<file path="src/rtl/morph_pkg.sv">
package morph_pkg;

	localparam int MAX_WIDTH_DEF     = 1024;
	localparam int PIXEL_BITS_DEF    = 8;

	localparam int IMAGE_WIDTH_BITS  = 11;
	localparam int IMAGE_HEIGHT_BITS = 13;
	localparam int CFG_DATA_BITS     = 13;
	localparam int CFG_INDEX_BITS    = 2;

	localparam logic [IMAGE_WIDTH_BITS-1:0]  WIDTH_RESET  = 11'd640;
	localparam logic [IMAGE_HEIGHT_BITS-1:0] HEIGHT_RESET = 13'd480;
	localparam logic [IMAGE_HEIGHT_BITS-1:0] HEIGHT_LIMIT = 13'd8190;

	typedef enum logic [CFG_INDEX_BITS-1:0] {
		REG_IMAGE_WIDTH    = 2'd0,
		REG_IMAGE_HEIGHT   = 2'd1,
		REG_OPERATION_MODE = 2'd2
	} cfg_reg_t;

	typedef enum logic {
		MODE_DILATE = 1'b0,
		MODE_ERODE  = 1'b1
	} op_mode_t;

	typedef struct packed {
		logic use_up;
		logic use_mid;
		logic col_first;
		logic emit;
		logic last;
	} item_ctl_t;

endpackage

</file>
<file path="src/rtl/morph_seq.sv">
module morph_seq import morph_pkg::*; #(
	parameter int MAX_WIDTH = MAX_WIDTH_DEF,
	parameter int PIXEL_BITS = PIXEL_BITS_DEF,
	localparam int AW = $clog2(MAX_WIDTH)
) (
	input  logic                      clk,
	input  logic                      arst_n,
	input  logic                      cfg_write,
	input  logic [CFG_INDEX_BITS-1:0] cfg_index,
	input  logic [CFG_DATA_BITS-1:0]  cfg_data,
	input  logic                      accept,
	input  logic [PIXEL_BITS-1:0]     pixel_value,
	input  logic                      pad_item,
	output logic [AW-1:0]             rd_addr,
	output logic [PIXEL_BITS-1:0]     cur_pixel,
	output item_ctl_t                 ctl,
	output op_mode_t                  mode,
	output logic                      restart
);

	localparam int WCW = (IMAGE_WIDTH_BITS > AW + 1) ? IMAGE_WIDTH_BITS : AW + 1;
	localparam int HW  = IMAGE_HEIGHT_BITS;

	logic [IMAGE_WIDTH_BITS-1:0] width_q;
	logic [HW-1:0]               height_q;
	op_mode_t                    mode_q;
	logic [AW-1:0]               col_q;
	logic [HW-1:0]               row_q;

	logic [WCW-1:0] w_eff;
	logic [WCW-1:0] col_inc;
	logic [HW-1:0]  h_eff;
	logic [HW:0]    h_p1;
	logic [HW:0]    row_ext;
	logic           col_first;
	logic           wrap;

	always_comb begin
		restart = 1'b0;
		if (cfg_write) begin
			case (cfg_reg_t'(cfg_index))
				REG_IMAGE_WIDTH:    restart = 1'b1;
				REG_IMAGE_HEIGHT:   restart = 1'b1;
				REG_OPERATION_MODE: restart = 1'b1;
				default:            restart = 1'b0;
			endcase
		end
	end

	always_comb begin
		if (width_q == '0) begin
			w_eff = WCW'(1);
		end else if (WCW'(width_q) > WCW'(MAX_WIDTH)) begin
			w_eff = WCW'(MAX_WIDTH);
		end else begin
			w_eff = WCW'(width_q);
		end
		if (height_q == '0) begin
			h_eff = HW'(1);
		end else if (height_q > HEIGHT_LIMIT) begin
			h_eff = HEIGHT_LIMIT;
		end else begin
			h_eff = height_q;
		end
	end

	assign h_p1      = {1'b0, h_eff} + (HW+1)'(1);
	assign row_ext   = {1'b0, row_q};
	assign col_first = (col_q == '0);
	assign wrap      = col_first && (row_ext >= h_p1);
	assign col_inc   = WCW'(col_q) + WCW'(1);

	assign rd_addr       = col_q;
	assign cur_pixel     = (pad_item || row_q >= h_eff) ? '0 : pixel_value;
	assign ctl.use_up    = (row_q >= HW'(2));
	assign ctl.use_mid   = (row_q != '0);
	assign ctl.col_first = col_first;
	assign ctl.emit      = col_first ? (row_q >= HW'(2) && row_ext <= h_p1)
	                                 : (row_q != '0 && row_q <= h_eff);
	assign ctl.last      = col_first && (row_ext == h_p1);
	assign mode          = mode_q;

	always_ff @(posedge clk or negedge arst_n) begin
		if (!arst_n) begin
			width_q  <= WIDTH_RESET;
			height_q <= HEIGHT_RESET;
			mode_q   <= MODE_DILATE;
			col_q    <= '0;
			row_q    <= '0;
		end else if (restart) begin
			case (cfg_reg_t'(cfg_index))
				REG_IMAGE_WIDTH:    width_q  <= cfg_data[IMAGE_WIDTH_BITS-1:0];
				REG_IMAGE_HEIGHT:   height_q <= cfg_data[HW-1:0];
				REG_OPERATION_MODE: mode_q   <= op_mode_t'(cfg_data[0]);
				default:            mode_q   <= mode_q;
			endcase
			col_q <= '0;
			row_q <= '0;
		end else if (accept) begin
			if (wrap) begin
				col_q <= '0;
				row_q <= '0;
			end else if (col_inc >= w_eff) begin
				col_q <= '0;
				row_q <= row_q + HW'(1);
			end else begin
				col_q <= col_inc[AW-1:0];
			end
		end
	end

endmodule

</file>
<file path="config.mk">
export PLATFORM = sky130hd
export DESIGN_NAME = morph_seq
export DESIGN_NICKNAME = d
export VERILOG_FILES = /design/src/rtl/morph_pkg.sv /design/src/rtl/morph_seq.sv
export SDC_FILE = /design/constraint.sdc
export NUM_CORES = 1
export LEC_CHECK = 0
export ABC_AREA = 1
export BUFFER_PORTS_ARGS = -buffer_cell sky130_fd_sc_hd__buf_2
export CORE_ASPECT_RATIO = 0.5
export CORE_MARGIN = 2
export CORE_UTILIZATION = 49
export CTS_CLUSTER_SIZE = 14
export DETAILED_ROUTE_END_ITERATION = 8
export GPL_ROUTABILITY_DRIVEN = 0
export MAX_ROUTING_LAYER = met4
export PLACE_DENSITY = 0.73
export RECOVER_POWER = 100
export SKIP_CTS_REPAIR_TIMING = 1
export SLEW_MARGIN = 20
export SYNTH_ARGS = -nofsm -noshare
export SYNTH_HDL_FRONTEND = slang
export SYNTH_SLANG_ARGS = --single-unit
</file>
<file path="constraint.sdc">
create_clock -name clk -period 3.9 [get_ports clk]
set_input_delay 0.585 -clock clk [delete_from_list [all_inputs] [get_ports clk]]
set_output_delay 0.585 -clock clk [all_outputs]
set_load 0.05 [all_outputs]
</file>
==> flow_results.org <==
** Placed design
- Detailed placement ended at an HPWL of 7.24 mm.
- During placement, the flow inserted port buffers numbering 52.
- At the placement stage, the worst setup path has a slack of 0.198 ns.

** Synthesis
- Predominant post-synthesis flop cell :: sky130_fd_sc_hd__dfrtp_1
- During synthesis, Yosys emitted a total of 0 warnings.
- Flip-flop and latch count after synthesis :: 48
- Proportion of register bits with asynchronous set or reset after synthesis :: 100%
- In the synthesized netlist, the number of instances is 555.
- The synthesized design contains 0 enable-type register cells.
- Most used standard cells in the synthesized netlist :: sky130_fd_sc_hd__nand2_1, sky130_fd_sc_hd__inv_1, sky130_fd_sc_hd__ha_1
- In the post-synthesis netlist, the biggest area contributors are sky130_fd_sc_hd__dfrtp_1, sky130_fd_sc_hd__ha_1, sky130_fd_sc_hd__nand2_1.
- Post-synthesis average cell area :: 7.16 um^2
- Post-synthesis sequential area ratio :: 30.4%
- Cell type contributing the most total cell area after synthesis :: sky130_fd_sc_hd__dfrtp_1
- Top cell type's share of synthesized area :: 26.4%
- Top-count cell post-synth :: sky130_fd_sc_hd__nand2_1
- In this run the cell area of the synthesized design comes to 3980 um^2.
- Nets in the synthesized netlist :: 627
- The number of different library cells used by synthesis comes to 36.

** Pwr
- Reported leakage power :: 2.49 nW
- The internal portion of the total power is 1.21 mW.
- Power comes to 2.11 mW.
- Power density over the cells :: 452 nW/um^2
- Across the VDD grid, the largest voltage drop is 231 uV.
- Of the total power, the share spent switching nets is 42.6%.
- In this run, the clock network consumes 27.4% of the power.
- Part of the power in combinational logic :: 41.4%
- Switching power :: 0.897 mW
- In this run, flip-flops and latches consume 31.2% of the power.

** Global route
- Global routing used 31.3% of the available met1 tracks.
- The first global-routing pass estimated 15.4 mm of wire.
- GR Layer Usage met2 :: 34.3%
- Entering global routing, the biggest net connects 49 pins.
- Met3 Resource Use GR :: 4.80%
- Highest-utilization routing layer at the global route stage :: met2
- In the global route stage, overall resource usage came out at 22.7%.
- The number of antenna violations at the first check in global routing was 0.
- Total congestion overflow after global routing :: 0
- The via count of the first global-routing pass was 3095.

** Cells and area
- The area growth from synthesis to layout is 17.3%.
- After the last flow step, the layout net total stands at 685.
- The repair_antennas step left the layout with diodes totalling 0.
- Share of layout cells above drive strength 1 :: 18.1%

** Clock tree
- The clock reaches the later pin of the worst-skew pair after 0.30 ns.
- Clk sink count :: 48
- Count of H-tree levels built during CTS :: 2
- The tree is rooted in a sky130_fd_sc_hd__clkbuf_16.
- Number of buffers inserted during clock tree synthesis :: 5
- Counting along the longest clock path gives a buffer depth of 2.
- CTS tree :: done
- Clock slew seen by the registers of the worst setup and hold paths :: 0.07 ns

** Timing
- Once routing completed, OpenROAD measured the worst setup slack at 0.0445 ns.
- The number of slew-limit violations in the final report came to 49.
- Max_slew headroom :: -75.3%
- On the final layout, the worst hold slack is 0.492 ns.
- Final cycle utilization of the critical path :: 98.9%
- Min cycle time layout :: 3.86 ns
- Measured slew at the worst slew-check pin :: 2.63 ns
- The final number of hold-violating endpoints is 0.
- Static timing analysis puts the maximum clock frequency at 259 MHz.
- Setup violations remaining at the end of the flow were counted as 0.
- Setup repair after global routing could not meet its margin everywhere.
- On the final layout, the worst clock skew is 0.00815 ns.

** Worst setup path
- Critical path endpoint category :: primary output
- Class of the most critical setup path :: flip-flop to primary output
- Along the worst path, the maximum fanout reaches 6.
- In this run the critical register-to-register path is captured at row_q[11].
- The worst register-to-register path begins at height_q[5].
- Slack of the worst reg-to-reg path :: 0.32 ns
- The worst setup path is launched from a flip-flop.
- Measured in cells, the most critical reg-to-reg path has a length of 25.
- At the worst endpoint, the required time is 3.31 ns.
- At the worst endpoint, the arrival time is 3.27 ns.

** Routing
- Average detailed-routed wire length per instance :: 13.3 um
- Dividing the detail-routed via count by the number of cells gives 5.10.
- DRT antenna net count :: 0
- Detailed router's first-iteration violation count :: 178
- After detailed routing, the number of remaining DRC violations is 0.
- Summing over every cut layer, the via total after detailed routing is 3699.
- Wires add up to 9.67 mm.
- For this run, the detailed router's first-pass iteration total came to 5.

** Run status
- Violated checks :: capacitance limit, slew limit
- The run finished, with violations left.

** Floorplanning
- DIE HEIGHT :: 67.7 um
- After floorplanning, the core was sized to cover 7940 um^2.
- I/O pins :: 53
- The die covers 8890 um^2.
- The initial utilization of the core area, before any placement, comes to 50.0%.
- In this run the core area contains 23 standard-cell rows.
- The floorplan step set the die width to 131 um.

** Flow run
- Max-cap violations in this run came to 1.

** Hold path
- The worst hold path belongs to the class flip-flop to flip-flop.
- Min-delay src :: mode
- The worst hold path passes through 2 cells.
- Worst Hold End :: mode
==> critical path, stage by stage (launching register included) <==
cell and delay (ns):
sky130_fd_sc_hd__dfstp_2 0.60, sky130_fd_sc_hd__nand2_2 0.08, sky130_fd_sc_hd__nor3_2 0.22, sky130_fd_sc_hd__nand4_1 0.17, sky130_fd_sc_hd__nand2_2 0.12, sky130_fd_sc_hd__nand2_2 0.08, sky130_fd_sc_hd__ha_4 0.17, sky130_fd_sc_hd__nand3_4 0.09
sky130_fd_sc_hd__inv_2 0.05, sky130_fd_sc_hd__nand2_4 0.08, sky130_fd_sc_hd__nor2_4 0.05, sky130_fd_sc_hd__nand3_2 0.06, sky130_fd_sc_hd__xor2_1 0.16, sky130_fd_sc_hd__ha_1 0.28, sky130_fd_sc_hd__inv_2 0.07, sky130_fd_sc_hd__nor2_2 0.05
sky130_fd_sc_hd__nand2_2 0.07, sky130_fd_sc_hd__inv_2 0.04, sky130_fd_sc_hd__nand2_2 0.07, sky130_fd_sc_hd__nand2_2 0.06, sky130_fd_sc_hd__a21oi_2 0.14, sky130_fd_sc_hd__nand2_1 0.06, sky130_fd_sc_hd__nand2_1 0.07, sky130_fd_sc_hd__buf_6 0.16
==> worst max-delay path by stage <==
stage	slack (ns)	cells after the start	start	endpoint
floorplan	0.21	19	height_q[10]	ctl[0]
global placement	0.26	20	height_q[10]	ctl[1]
detailed placement	0.20	23	height_q[6]	ctl[1]
CTS	-0.14	23	height_q[6]	ctl[1]
global route	-0.09	21	height_q[5]	ctl[1]
finish	0.04	23	height_q[5]	ctl[1]
==> area by class of cell <==
cell class / instances / area (um^2)
fill: 780 / 3280
sequential: 48 / 1210
multi-input combinational: 398 / 2430
timing repair buffer: 63 / 329
tap: 112 / 140
inverter: 97 / 364
clock inverter: 3 / 68.8
clock buffer: 5 / 125
==> cells by family (layout without fill, tap and decap cells) <==
family                   count (synthesis)  in the layout  synth area share (%)
buffers and inverters                  109            168                  10.7
AND/OR/NAND/NOR                        265            265                  30.4
XOR/XNOR                                25             25                  5.51
flip-flops                              48             48                  30.4
AO/OA/AOI/OAI                           64             64                  9.10
adder cells (fa/ha/maj)                 44             44                  13.8
==> state kept, by name (all words and copies together) (netlist names) <==
name	flops
height_q	13
width_q	11
mode	1
row_q	13
rd_addr	10
==> power by group through the flow <==
stage	Sequential, mW	Combinational [mW]	Clock [mW]
floorplan	0.690	0.605	0
global placement	0.652	0.821	0
detailed placement	0.653	0.836	0
CTS	0.645	0.839	0.589
global route	0.665	0.970	0.608
finish	0.657	0.873	0.578
==> through the flow <==
stage	util [%]	cells	instance area, um^2	setup TNS [ns]
2_1_floorplan	-	555	3980	0
3_3_place_gp	54.4	708	4320	0
3_5_place_dp	54.4	708	4320	0
4_1_cts	56.8	716	4510	-0.160
5_1_grt	58.7	726	4660	-0.117
6_report	58.7	726	4660	0
==> layer usage <==
| metal | share of wire, % | vias to the layer above |
|---|---|---|
| li1 | - | 1901 |
| met1 | 49 | 1690 |
| met2 | 44 | 99 |
| met3 | 5.8 | 9 |
| met4 | 0.88 | 0 |
| met5 | 0 | - |
==> layout by cell type (no fill, tap or decap), types with 9 or more instances in the layout <==
cell	count
sky130_fd_sc_hd__a21oi_1	13
sky130_fd_sc_hd__buf_2	35
sky130_fd_sc_hd__buf_4	11
sky130_fd_sc_hd__clkbuf_1	16
sky130_fd_sc_hd__dfrtp_1	40
sky130_fd_sc_hd__ha_1	43
sky130_fd_sc_hd__inv_1	85
sky130_fd_sc_hd__inv_2	11
sky130_fd_sc_hd__nand2_1	137
sky130_fd_sc_hd__nand2_2	9
sky130_fd_sc_hd__nand3_1	25
sky130_fd_sc_hd__nand4_1	20
sky130_fd_sc_hd__nor2_1	34
sky130_fd_sc_hd__nor3_1	9
sky130_fd_sc_hd__o21ai_0	31
sky130_fd_sc_hd__o22ai_1	9
sky130_fd_sc_hd__xor2_1	20
(Power assumes the default switching activity.)
