### src/rtl/morph_pkg.sv
package morph_pkg;

	localparam int MAX_WIDTH_DEF     = 1024;
	localparam int PIXEL_BITS_DEF    = 8;

	localparam int IMAGE_WIDTH_BITS  = 11;
	localparam int IMAGE_HEIGHT_BITS = 13;
	localparam int CFG_DATA_BITS     = 13;
	localparam int CFG_INDEX_BITS    = 2;

	localparam logic [IMAGE_WIDTH_BITS-1:0]  WIDTH_RESET  = 11'd640;
	localparam logic [IMAGE_HEIGHT_BITS-1:0] HEIGHT_RESET = 13'd480;
	localparam logic [IMAGE_HEIGHT_BITS-1:0] HEIGHT_LIMIT = 13'd8190;

	typedef enum logic [CFG_INDEX_BITS-1:0] {
		REG_IMAGE_WIDTH    = 2'd0,
		REG_IMAGE_HEIGHT   = 2'd1,
		REG_OPERATION_MODE = 2'd2
	} cfg_reg_t;

	typedef enum logic {
		MODE_DILATE = 1'b0,
		MODE_ERODE  = 1'b1
	} op_mode_t;

	typedef struct packed {
		logic use_up;
		logic use_mid;
		logic col_first;
		logic emit;
		logic last;
	} item_ctl_t;

endpackage

### src/rtl/morph_win.sv
module morph_win import morph_pkg::*; #(
	parameter int MAX_WIDTH = MAX_WIDTH_DEF,
	parameter int PIXEL_BITS = PIXEL_BITS_DEF,
	localparam int AW = $clog2(MAX_WIDTH)
) (
	input  logic                  clk,
	input  logic                  arst_n,
	input  logic                  en,
	input  logic                  accept,
	input  logic [AW-1:0]         rd_addr,
	input  logic [PIXEL_BITS-1:0] cur_pixel,
	input  item_ctl_t             ctl,
	input  op_mode_t              mode,
	input  logic                  restart,
	input  logic [PIXEL_BITS-1:0] upper_rdata,
	input  logic [PIXEL_BITS-1:0] middle_rdata,
	output logic                  wr_en,
	output logic [AW-1:0]         wr_addr,
	output logic [PIXEL_BITS-1:0] upper_wdata,
	output logic [PIXEL_BITS-1:0] middle_wdata,
	output logic                  out_valid,
	output logic [PIXEL_BITS-1:0] filtered_value,
	output logic                  frame_end
);

	logic                  valid_s1;
	logic [AW-1:0]         addr_s1;
	logic [PIXEL_BITS-1:0] cur_s1;
	item_ctl_t             ctl_s1;
	logic                  fwd_s1;
	logic [PIXEL_BITS-1:0] fwd_up_s1;
	logic [PIXEL_BITS-1:0] fwd_mid_s1;
	logic [PIXEL_BITS-1:0] left_q;
	logic [PIXEL_BITS-1:0] centre_q;
	logic                  out_valid_q;
	logic [PIXEL_BITS-1:0] out_value_q;
	logic                  out_last_q;

	logic                  retire;
	logic                  fwd_hit;
	logic [PIXEL_BITS-1:0] up;
	logic [PIXEL_BITS-1:0] mid;
	logic [PIXEL_BITS-1:0] col;
	logic [PIXEL_BITS-1:0] right;
	logic [PIXEL_BITS-1:0] res;

	function automatic logic [PIXEL_BITS-1:0] pick(
		input op_mode_t m,
		input logic [PIXEL_BITS-1:0] a,
		input logic [PIXEL_BITS-1:0] b
	);
		if (m == MODE_ERODE) begin
			return (a < b) ? a : b;
		end
		return (a > b) ? a : b;
	endfunction

	assign retire  = en && valid_s1;
	assign fwd_hit = retire && (addr_s1 == rd_addr);

	// same-entry overlap: the previous item writes back as this one reads
	always_comb begin
		up    = ctl_s1.use_up  ? (fwd_s1 ? fwd_up_s1  : upper_rdata)  : '0;
		mid   = ctl_s1.use_mid ? (fwd_s1 ? fwd_mid_s1 : middle_rdata) : '0;
		col   = pick(mode, pick(mode, up, mid), cur_s1);
		right = ctl_s1.col_first ? '0 : col;
		res   = pick(mode, pick(mode, left_q, centre_q), right);
	end

	assign wr_en        = retire;
	assign wr_addr      = addr_s1;
	assign upper_wdata  = mid;
	assign middle_wdata = cur_s1;

	always_ff @(posedge clk or negedge arst_n) begin
		if (!arst_n) begin
			valid_s1    <= 1'b0;
			fwd_s1      <= 1'b0;
			out_valid_q <= 1'b0;
			left_q      <= '0;
			centre_q    <= '0;
		end else begin
			if (en) begin
				valid_s1    <= accept;
				out_valid_q <= valid_s1 && ctl_s1.emit;
			end
			if (accept) begin
				fwd_s1 <= fwd_hit;
			end
			if (restart) begin
				left_q   <= '0;
				centre_q <= '0;
			end else if (retire) begin
				left_q   <= ctl_s1.col_first ? '0 : centre_q;
				centre_q <= col;
			end
		end
	end

	always_ff @(posedge clk) begin
		if (accept) begin
			addr_s1    <= rd_addr;
			cur_s1     <= cur_pixel;
			ctl_s1     <= ctl;
			fwd_up_s1  <= mid;
			fwd_mid_s1 <= cur_s1;
		end
		if (retire) begin
			out_value_q <= res;
			out_last_q  <= ctl_s1.last;
		end
	end

	assign out_valid      = out_valid_q;
	assign filtered_value = out_value_q;
	assign frame_end      = out_last_q;

endmodule

### config.mk
export PLATFORM = sky130hd
export DESIGN_NAME = morph_win
export DESIGN_NICKNAME = d
export VERILOG_FILES = /design/src/rtl/morph_pkg.sv /design/src/rtl/morph_win.sv
export SDC_FILE = /design/constraint.sdc
export NUM_CORES = 1
export LEC_CHECK = 0
export ABC_AREA = 1
export BUFFER_PORTS_ARGS = -buffer_cell sky130_fd_sc_hd__buf_2
export CAP_MARGIN = 20
export CORE_MARGIN = 5
export CORE_UTILIZATION = 30
export CTS_CLUSTER_DIAMETER = 200
export CTS_CLUSTER_SIZE = 25
export DETAILED_ROUTE_END_ITERATION = 10
export SYNTH_ARGS = -nofsm -noshare
export SYNTH_HDL_FRONTEND = slang
export SYNTH_SLANG_ARGS = --single-unit
### constraint.sdc
create_clock -name clk -period 4.6 [get_ports clk]
set_input_delay 0.46 -clock clk [delete_from_list [all_inputs] [get_ports clk]]
set_output_delay 0.46 -clock clk [all_outputs]
set_load 0.02 [all_outputs]
==> results.md <==
Critical path:
- The peak fanout along the critical path is 8.
- In this design, the critical path's most frequently occurring cell is sky130_fd_sc_hd__nand2_1.
- The critical path buffer and inverter count is 9.
- The required time at the endpoint of the critical path is ~4700 ps.
- The worst setup path is of the reg -> reg kind.
- The slowest stage of the critical path is the sky130_fd_sc_hd__dfrtp_2 cell.
- STA classifies the critical path endpoint as a flip-flop.
- The largest stage delay on the critical path is around 470 ps.
- The startpoint type of the worst setup path is a flip-flop.
- Data on the critical path arrives at its endpoint at ~5000 ps.
- The cell family with the largest share of critical-path delay is simple AND/OR/NAND/NOR gates.

Power:
- The proportion of power drawn by combinational gates is between 40 and 50%.
- The leakage power is approximately 3.2 nW.
- The final total power is roughly 2.5 mW.
- The relative contribution of the clock network to total power is 27.4%.
- The peak ir drop on the vdd network is between 150 and 200 µV.
- The sequential share of power is a little under 30%.
- The net switching power figure is roughly 950 µW.
- Power spread over the standard cell area amounts to roughly 370 mW/mm².
- The design internal power is ~1.6 mW.
- Net switching is roughly 37% of the power.

Yosys:
- In the synthesized netlist the dominant register cell turns out to be sky130_fd_sc_hd__edfxtp_1.
- The number of synthesized flops with an enable pin is between 40 and 50.
- The count of warnings emitted by yosys is 0.
- Sequential elements use about two fifths of the synthesized area.
- After synthesis, the cell types taking the most area are sky130_fd_sc_hd__edfxtp_1 (30%), sky130_fd_sc_hd__dfrtp_1 (10%), sky130_fd_sc_hd__nand2_1 (9.6%), sky130_fd_sc_hd__nand3_1 (8.8%), sky130_fd_sc_hd__ha_1 (8.4%).
- Averaged over all synthesized cells, the footprint is around 8.4 µm².
- The post-synthesis instance total is approximately 570.
- Synthesis instantiated 43 different standard cells from the library.
- Counting flops with an async set or reset pin after synthesis yields a share of between 20% and 30%.
- Summed over all instances, the cell type with the most area after synthesis is sky130_fd_sc_hd__edfxtp_1.
- The number of nets handed over by synthesis was between 600 and 700.
- Summing every instance area after synthesis gives between 0.004 and 0.005 mm².
- Counting flops and latches in the post-synthesis netlist gives 67.
- Summed over its instances, the top area cell type makes up 30.3% of the synthesized netlist area.

Route:
- Dividing the detail-routed via count by the number of cells gives roughly 4.7.
- The wire length per cell is 14.3 µm.
- The number of optimization iterations in the first detailed-route pass is 5.
- The remaining number of nets flagged by the antenna check after routing is 0.
- Summed over all layers, the routed wires come to 13700 µm.
- The residual DRC count is 0.
- In this run, the number of DRC markers left after iteration 0 of detailed routing was about 320.
- The routed layout has 4502 vias.

Clock tree:
- The clock sink count is 67.
- Counting along the longest clock path gives a buffer depth of 2.
- The tree is rooted in a sky130_fd_sc_hd__clkbuf_16.
- The number of clock buffers added by TritonCTS is 9.
- The number of hold-repair buffers added at the cts stage is 0.
- The clock reaches the later pin of the worst-skew pair after 340 ps.
- The clock transition at the registers of the reported paths is 60 ps.
- TritonCTS built the clock tree.
- CTS built an H-tree with a depth of 3.

Floorplanning:
- The initial cell density of the core is 30.3%.
- For this design the top-level I/O count stands at 82.
- The die outline width is around 140 µm.
- After floorplanning, the core was sized to cover between 0.015 and 0.02 mm².
- In this run the core area contains 46 standard-cell rows.
- The height of the die is between 100 and 150 µm.
- The die covers 0.0185 mm².

Hold path:
- The path class of the tightest hold or removal check is in -> async.

Outcome:
- The checks that failed: negative setup slack.
- The run finished, with violations left.

Placement:
- The post-DP HPWL is 10500 µm.
- At the placement stage, the worst setup path has a slack of -279 ps.
- The total of buffers placed on input and output ports is 81.
- Routability-driven placement finished with a final weighted congestion of 0.866.

STA:
- Of the available clock period, the critical path in the final layout requires 106%.
- Clock skew on the completed layout was measured at roughly 11 ps.
- At the pin with the least slew margin, the transition time is roughly 830 ps.
- The max-slew violation count is 0.
- Setup violations remaining at the end of the flow were counted as 8.
- The routed design could run at a clock period as short as about 5000 ps.
- Setup repair after global routing could not meet its margin everywhere.
- The achievable frequency is a little over 200 MHz.
- The worst pin sits at a relative slew slack of 44.3%.
- In the post-route analysis, the smallest setup slack over all paths is -263 ps.
- The number of failing hold endpoints at the final stage is 0.

Finish:
- In the final design database the tool counted roughly 810 nets.
- Relative to the synthesized area, the layout overhead comes to 45.0%.
- The repair_antennas step left the layout with diodes totalling 0.
- Of the cells placed in the final design, the portion with a size suffix greater than 1 is a little over two fifths.

Global routing:
- The global router's overall resource usage is 14.6%.
- The number of global-route vias before repair is 4254.
- After global routing the overflow that remains totals 0.
- The largest net degree at the start of global routing is 42.
- The wire length of the first global-routing pass is 21200 µm.
- The number of antenna violations at the first check in global routing is 0.

Flow run:
- The number of maximum-capacitance constraint violations is 0.
logic make-up after synthesis:
| logic type | after synthesis | share of synthesized area [%] |
|---|---|---|
| buf+inv | 94 | 8.63 |
| xor+xnor | 9 | 1.66 |
| compound gates | 47 | 5.95 |
| simple gates | 318 | 35.0 |
| fa+ha+maj | 32 | 8.42 |
| flops | 67 | 40.3 |
worst paths after layout:
check	end	startpoint	slack, ps	cells after the start
worst max-delay path	filtered_value[4]	fwd_s1	-260	36
worst min-delay path	valid_s1	arst_n	80	1
worst max register to register	filtered_value[4]	fwd_s1	-260	36
worst min register to register	frame_end	ctl_s1[0]	420	0
max in group asynchronous	fwd_s1	arst_n	4170	1
min in group clk	ctl_s1[1]	ctl[1]	290	1
final cells by class:
type                    instances  area (µm²)
clock buffers                   9         225
clock inverters                 7        75.1
fillers                      1551        8820
flip-flops and latches         67        1920
inverters                      80         332
repair inverters                1        8.76
well taps                     216         270
repair buffers                171        1180
multi-input cells             407        2890
per-stage QoR:
stage / TNS, ps / util, % / instances / hold slack [ps] / instance area, µm²
4_1_cts: -1120 / 40.9 / 944 / 76.8 / 6420
5_1_grt: -4530 / 43.9 / 958 / 116 / 6890
2_1_floorplan: -1970 / - / 567 / 164 / 4880
3_5_place_dp: -1920 / 38.5 / 925 / 407 / 6050
6_report: -1870 / 43.9 / 958 / 75.4 / 6890
3_3_place_gp: -1290 / 38.5 / 925 / 402 / 6050
cell usage in the layout, fill, tap and decap left out, drive strengths merged:
| cell type | synthesis | routed |
|---|---|---|
| a2111oi | 1 | 1 |
| a21o | 1 | 1 |
| a21oi | 13 | 13 |
| a31oi | 1 | 1 |
| and2 | 8 | 8 |
| buf | 11 | 169 |
| bufinv | 0 | 1 |
| clkbuf | 3 | 11 |
| clkinv | 5 | 6 |
| clkinvlp | 0 | 2 |
| dfrtp | 19 | 19 |
| edfxtp | 48 | 48 |
| ha | 32 | 32 |
| inv | 75 | 79 |
| nand2 | 132 | 133 |
| nand3 | 104 | 104 |
| nand4 | 18 | 18 |
| nor2 | 44 | 44 |
| nor3 | 9 | 9 |
| nor4 | 2 | 2 |
| o21a | 1 | 1 |
| o21ai | 21 | 21 |
| o22ai | 1 | 1 |
| o31ai | 7 | 7 |
| o32ai | 1 | 1 |
| or2 | 1 | 1 |
| xor2 | 9 | 9 |
what timing repair did:
action	CTS	global route
setup buffers	2	11
endpoints found under the setup margin	8	8
pin swaps	10	36
gates resized for setup	11	66
gates cloned	1	3
power by group through the flow:
stage | clock (mW) | sequential, mW | combinational (mW)
final | 0.699 | 0.740 | 1.11
after global routing | 0.742 | 0.746 | 1.22
after CTS | 0.723 | 0.741 | 1.00
after detailed placement | 0 | 0.752 | 0.982
after global placement | 0 | 0.752 | 0.974
after floorplan | 0 | 0.774 | 0.591
synth_stat cells, types with 2 or more instances:
cell / number
sky130_fd_sc_hd__nand4_1: 16
sky130_fd_sc_hd__buf_6: 6
sky130_fd_sc_hd__nor2_2: 2
sky130_fd_sc_hd__edfxtp_1: 48
sky130_fd_sc_hd__nand3_2: 20
sky130_fd_sc_hd__nor3_2: 9
sky130_fd_sc_hd__o21ai_0: 4
sky130_fd_sc_hd__nand2_2: 6
sky130_fd_sc_hd__nor4_1: 2
sky130_fd_sc_hd__clkbuf_1: 2
sky130_fd_sc_hd__nor2_1: 40
sky130_fd_sc_hd__clkinv_1: 5
sky130_fd_sc_hd__ha_1: 32
sky130_fd_sc_hd__a21oi_1: 11
sky130_fd_sc_hd__dfrtp_1: 19
sky130_fd_sc_hd__and2_1: 8
sky130_fd_sc_hd__inv_1: 62
sky130_fd_sc_hd__nand2_4: 4
sky130_fd_sc_hd__nand2_1: 121
sky130_fd_sc_hd__buf_2: 2
sky130_fd_sc_hd__inv_2: 12
sky130_fd_sc_hd__xor2_1: 9
sky130_fd_sc_hd__o31ai_1: 7
sky130_fd_sc_hd__buf_1: 2
sky130_fd_sc_hd__o21ai_1: 17
sky130_fd_sc_hd__nand3_1: 84
sequential cells by signal, indices dropped and copies added, names as in the netlist, 5 cells and up:
register,count
filtered_value,8
left_q,8
wr_addr,10
ctl_s1,5
fwd_mid_s1,8
centre_q,8
fwd_up_s1,8
middle_wdata,8
worst register-to-register path, delay by kind of cell (launching register included):
| family | cells | cell delay (ps) |
|---|---|---|
| adder cells (fa/ha/maj) | 3 | 740 |
| AND/OR/NAND/NOR | 19 | 1790 |
| flip-flops | 1 | 470 |
| AO/OA/AOI/OAI | 5 | 830 |
| buffers and inverters | 9 | 780 |
metal layers:
| metal | global-route usage, % | share of wire, % | up-vias |
|---|---|---|---|
| li1 | - | - | 2258 |
| met1 | 20.0 | 46 | 2106 |
| met2 | 23.0 | 46 | 119 |
| met3 | 3.18 | 5.3 | 19 |
| met4 | 5.04 | 2.0 | 0 |
| met5 | 0 | 0 | - |
Note: power is estimated with default switching activity, not from simulation.
